<file path="config.mk">
export PLATFORM = sky130hd
export DESIGN_NAME = kufe_store
export DESIGN_NICKNAME = d
export VERILOG_FILES = /design/src/rtl/kufe_pkg.sv /design/src/rtl/kufe_store.sv
export SDC_FILE = /design/constraint.sdc
export NUM_CORES = 2
export LEC_CHECK = 0
export BUFFER_PORTS_ARGS = -buffer_cell sky130_fd_sc_hd__buf_2
export CORE_AREA = 5 5 871 873
export DETAILED_ROUTE_END_ITERATION = 8
export DIE_AREA = 0 0 876 878
export RECOVER_POWER = 50
export SLEW_MARGIN = 10
export SYNTH_ARGS = -nofsm -noshare
export SYNTH_HDL_FRONTEND = slang
export SYNTH_MEMORY_MAX_BITS = 65536
export SYNTH_SLANG_ARGS = --single-unit
</file>
<file path="constraint.sdc">
create_clock -name clk -period 3.5 [get_ports clk]
set_input_delay 1.05 -clock clk [delete_from_list [all_inputs] [get_ports clk]]
set_output_delay 1.05 -clock clk [all_outputs]
set_load 0.05 [all_outputs]
</file>
<file path="src/rtl/kufe_pkg.sv">
package kufe_pkg;

  localparam int VERTEX_W = 8;
  localparam int WEIGHT_W = 16;
  localparam int SIZE_W   = 9;

  localparam logic REQ_CLEAR = 1'b0;
  localparam logic REQ_EDGE  = 1'b1;

  typedef struct packed {
    logic clear_all;
    logic touch_set;
    logic link_we;
    logic size_we;
  } store_cmd_t;

endpackage

</file>
<file path="src/rtl/kufe_store.sv">
module kufe_store #(
  parameter int DEPTH = 256,
  parameter int AW    = 8
) (
  input  logic                          clk,
  input  logic                          rst,
  input  kufe_pkg::store_cmd_t          cmd,
  input  logic [AW-1:0]                 rd_addr,
  input  logic [AW-1:0]                 wr_addr,
  input  logic [AW-1:0]                 link_wdata,
  input  logic [kufe_pkg::SIZE_W-1:0]   size_wdata,
  output logic [AW-1:0]                 link_rdata,
  output logic [kufe_pkg::SIZE_W-1:0]   size_rdata,
  output logic                          touched_rdata
);

  logic [AW-1:0]               link_mem [DEPTH];
  logic [kufe_pkg::SIZE_W-1:0] size_mem [DEPTH];
  logic [DEPTH-1:0]            touched;

  always_ff @(posedge clk) begin
    if (cmd.link_we) begin
      link_mem[wr_addr] <= link_wdata;
    end
    if (cmd.size_we) begin
      size_mem[wr_addr] <= size_wdata;
    end
    link_rdata <= link_mem[rd_addr];
    size_rdata <= size_mem[rd_addr];
  end

  always_ff @(posedge clk) begin
    if (rst || cmd.clear_all) begin
      touched <= '0;
    end else if (cmd.touch_set) begin
      touched[wr_addr] <= 1'b1;
    end
  end

  always_ff @(posedge clk) begin
    touched_rdata <= touched[rd_addr];
  end

endmodule

</file>
==> impl_metrics.yaml <==
synthesis:
  synth_simple_gate_area_frac: 0.0262
  syn_avg_cell_area_um2: 19.7
  synth_xor_area_frac: 0
  async_reset_ff_frac: 0
  synth_edf_count: 4352
  synth_top_family_by_area: "multiplexers"
  synthCells: 9114
  yosysWarnings: 0
  synthFlopType: "edfxtp_1"
  ys_ff_latch: 4626
  seq_area_frac_synth: 0.759
  synth_nets: 9153
  syn_area_um2: 179000
  synthMuxAreaShare: 0.154
  synth_compound_area_frac: 0.0434
  synth-adder-area-share: 0
  yosys.cell_types.count: 48
min_path:
  hold_class: "register to register"
  whs_path_depth: 2
  whs_endpoint: "touched[150]$_SDFFE_PP0P_"
  hp-start: "touched[150]$_SDFFE_PP0P_"
setup_path:
  r2r_slack_ps: 630
  end_kind: "register"
  crit_path_frequent_cell: "buf_4"
  cp_max_fo: 12
  crit_slowest_cell: "o31ai_1"
  path_buf_inv: 7
  path_cells: "buf_12 -> buf_12 -> buf_4 -> buf_12 -> buf_4 -> mux2i_1 -> o221ai_1 -> a21oi_1 -> o31ai_1 -> buf_4 -> o32ai_4 -> buf_4 -> nor4_1"
  max_stage_delay_ps: 830
  worstPathArrival_ps: 4400
  crit_type: "input pin to register"
  cpLargestDelayFamily: "buffers and inverters"
  r2r_cells: 7
  critPathLaunchType: "input pin"
  r2r_start: "link_mem[131][7]$_DFFE_PP_"
  worstPathRequired_ps: 4400
  timing.rr.end: "link_rdata[7]$_DFF_P_"
timing:
  fmax_ghz: 0.286
  max_slew_margin: -1.00
  setup_viol: 1
  setup_slack_ps: -1.24
  timing.final.crit_share: 1.00
  slew_violations: 1547
  final.min_clock_period_ps: 3500
  setup_tns_ps: -1.24
  tightest_slew_ps: 3000
  rsz0062_at_grt: "false"
  hold_viol_final: 0
  clock_skew_ps: 69.6
clock_tree:
  clock_sinks: 4626
  htreeDepth: 5
  postCtsSetupBuffers: 0
  cts-root-buf: "clkbuf_16"
  clk_latency_ps: 1060
  tritoncts: "built"
  cts_buffer_depth: 4
  ctsHoldBuffers: 0
  path_clk_slew_ps: 60
  cts_buffers: 461
layout:
  final_cell_mix: "edfxtp_1 (4,352), buf_4 (1,182), mux4_2 (918)"
  drive_gt1_frac: 0.290
  final_core_util: 0.289
  n_fill_cell: 73310
  nets: 10465
  multi_input_area_um2: 40400
  final_common_cell: "edfxtp_1"
  regArea_um2: 136000
  syn_to_final_growth_pct: 20.7
placement:
  dp_hpwl_um: 331000
  dp_slack_ps: -1490
  gp_congestion: 0.845
  portBuffers: 56
route:
  drt_iter0_drc: 10872
  vias_per_cell: 4.66
  ant_nets: 0
  routedWlPerCell_um: 24.4
  route.detailed.drc: 0
  vias: 96775
  dr.pass1.iters: 6
  wl_um: 507000
floorplanning:
  die-area_um2: 769000
  row_count: 318
  core_um2: 749000
  initial_utilization: 0.240
  pin_count: 57
  die_w_um: 876
  dieHeight_um: 878
job:
  drv_cap: 23
power:
  p_leak_nw: 69.1
  irDropWorstVdd_v: 0.000486
  power_density_nw_per_um2: 538
grt:
  grt_max_degree: 109
  grt_pass1_vias: 95401
  grt_overflow: 0
  grt_usage: 0.127
  antenna_found_initial: 57
  grt_pass1_wl_um: 719000
status:
  status: "complete, but fails checks"
  violations: "max-capacitance violations, max-slew violations, negative setup slack"
[worst max-delay path by stage]
stage | cells past startpoint | startpoint | end
after global routing | 14 | rd_addr[0] | size_rdata[2]$_DFF_P_
after detailed placement | 13 | rd_addr[0] | size_rdata[7]$_DFF_P_
after global placement | 13 | rd_addr[0] | size_rdata[7]$_DFF_P_
final | 13 | rd_addr[0] | size_rdata[7]$_DFF_P_
after CTS | 13 | rd_addr[0] | size_rdata[7]$_DFF_P_
after floorplan | 5 | wr_addr[3] | size_mem[144][0]$_DFFE_PP_
[registers in the layout, indices dropped and copies added, names as in the netlist]
| register | flops |
|---|---|
| touched_rdata | 1 |
| touched | 256 |
| link_mem | 2048 |
| size_mem | 2304 |
| size_rdata | 9 |
| link_rdata | 8 |
[synth_stat cells (all sizes together) (44+ instances only)]
cell type | count | share of area
edfxtp | 4352 | 0.73
mux4 | 918 | 0.12
nor2 | 801 | 0.017
mux2i | 648 | 0.036
a21oi | 416 | 0.012
clkbuf | 349 | 0.0073
o221ai | 318 | 0.016
buf | 274 | 0.011
dfxtp | 274 | 0.031
o22ai | 152 | 0.0053
nor3 | 92 | 0.0026
nand2 | 79 | 0.0017
a211oi | 48 | 0.0020
a31oi | 44 | 0.0015
nor4 | 44 | 0.0019
[metrics by stage]
stage	cell area, µm²	std cells	hold WS (ps)	total power, mW
after global placement	202000	19883	442	68.6
after CTS	217000	20739	366	117
after floorplan	179000	9114	431	65.0
final	217000	20757	463	117
after detailed placement	202000	19883	451	68.6
after global routing	217000	20743	479	120
[power breakdown]
group | total (mW) | internal (mW) | switching [mW]
Sequential | 60.9 | 60.7 | 0.217
Combinational | 6.53 | 2.39 | 4.14
Clock | 49.1 | 27.9 | 21.2
[layout make-up]
type,count,area share
diodes,18,0.000208
clock buffers,581,0.0563
clock inverters,275,0.0128
inverters,4,0.000144
multi-input cells,3861,0.186
flip-flops and latches,4626,0.629
well taps,9920,0.0573
repair buffers,1472,0.0581
[what timing repair did]
action                                  CTS  global route
resized for setup                         5             4
endpoints found under the setup margin    3             4
pin swaps                                 0             0
endpoints found under the hold margin     0             0
[worst min-delay path, stage by stage (launching register included)]
cell,delay [ps]
dfxtp_1,320
a21oi_1,40
nor2_1,70
[cells by family after synthesis]
kind of cell           after synthesis
DFF                               4626
muxes                             1602
AOI/OAI and AO/OA                 1147
and+or+nand+nor                   1112
buffers and inverters              627
[metal layers]
layer / vias to the layer above / part of all wire / GRT usage
met5: - / 0.00052 / 0
met4: 38 / 0.030 / 0.0340
met3: 773 / 0.088 / 0.0271
met2: 4182 / 0.47 / 0.202
met1: 51352 / 0.41 / 0.175
li1: 40430 / - / -
No activity file was read; power rests on OpenSTA's default activity.
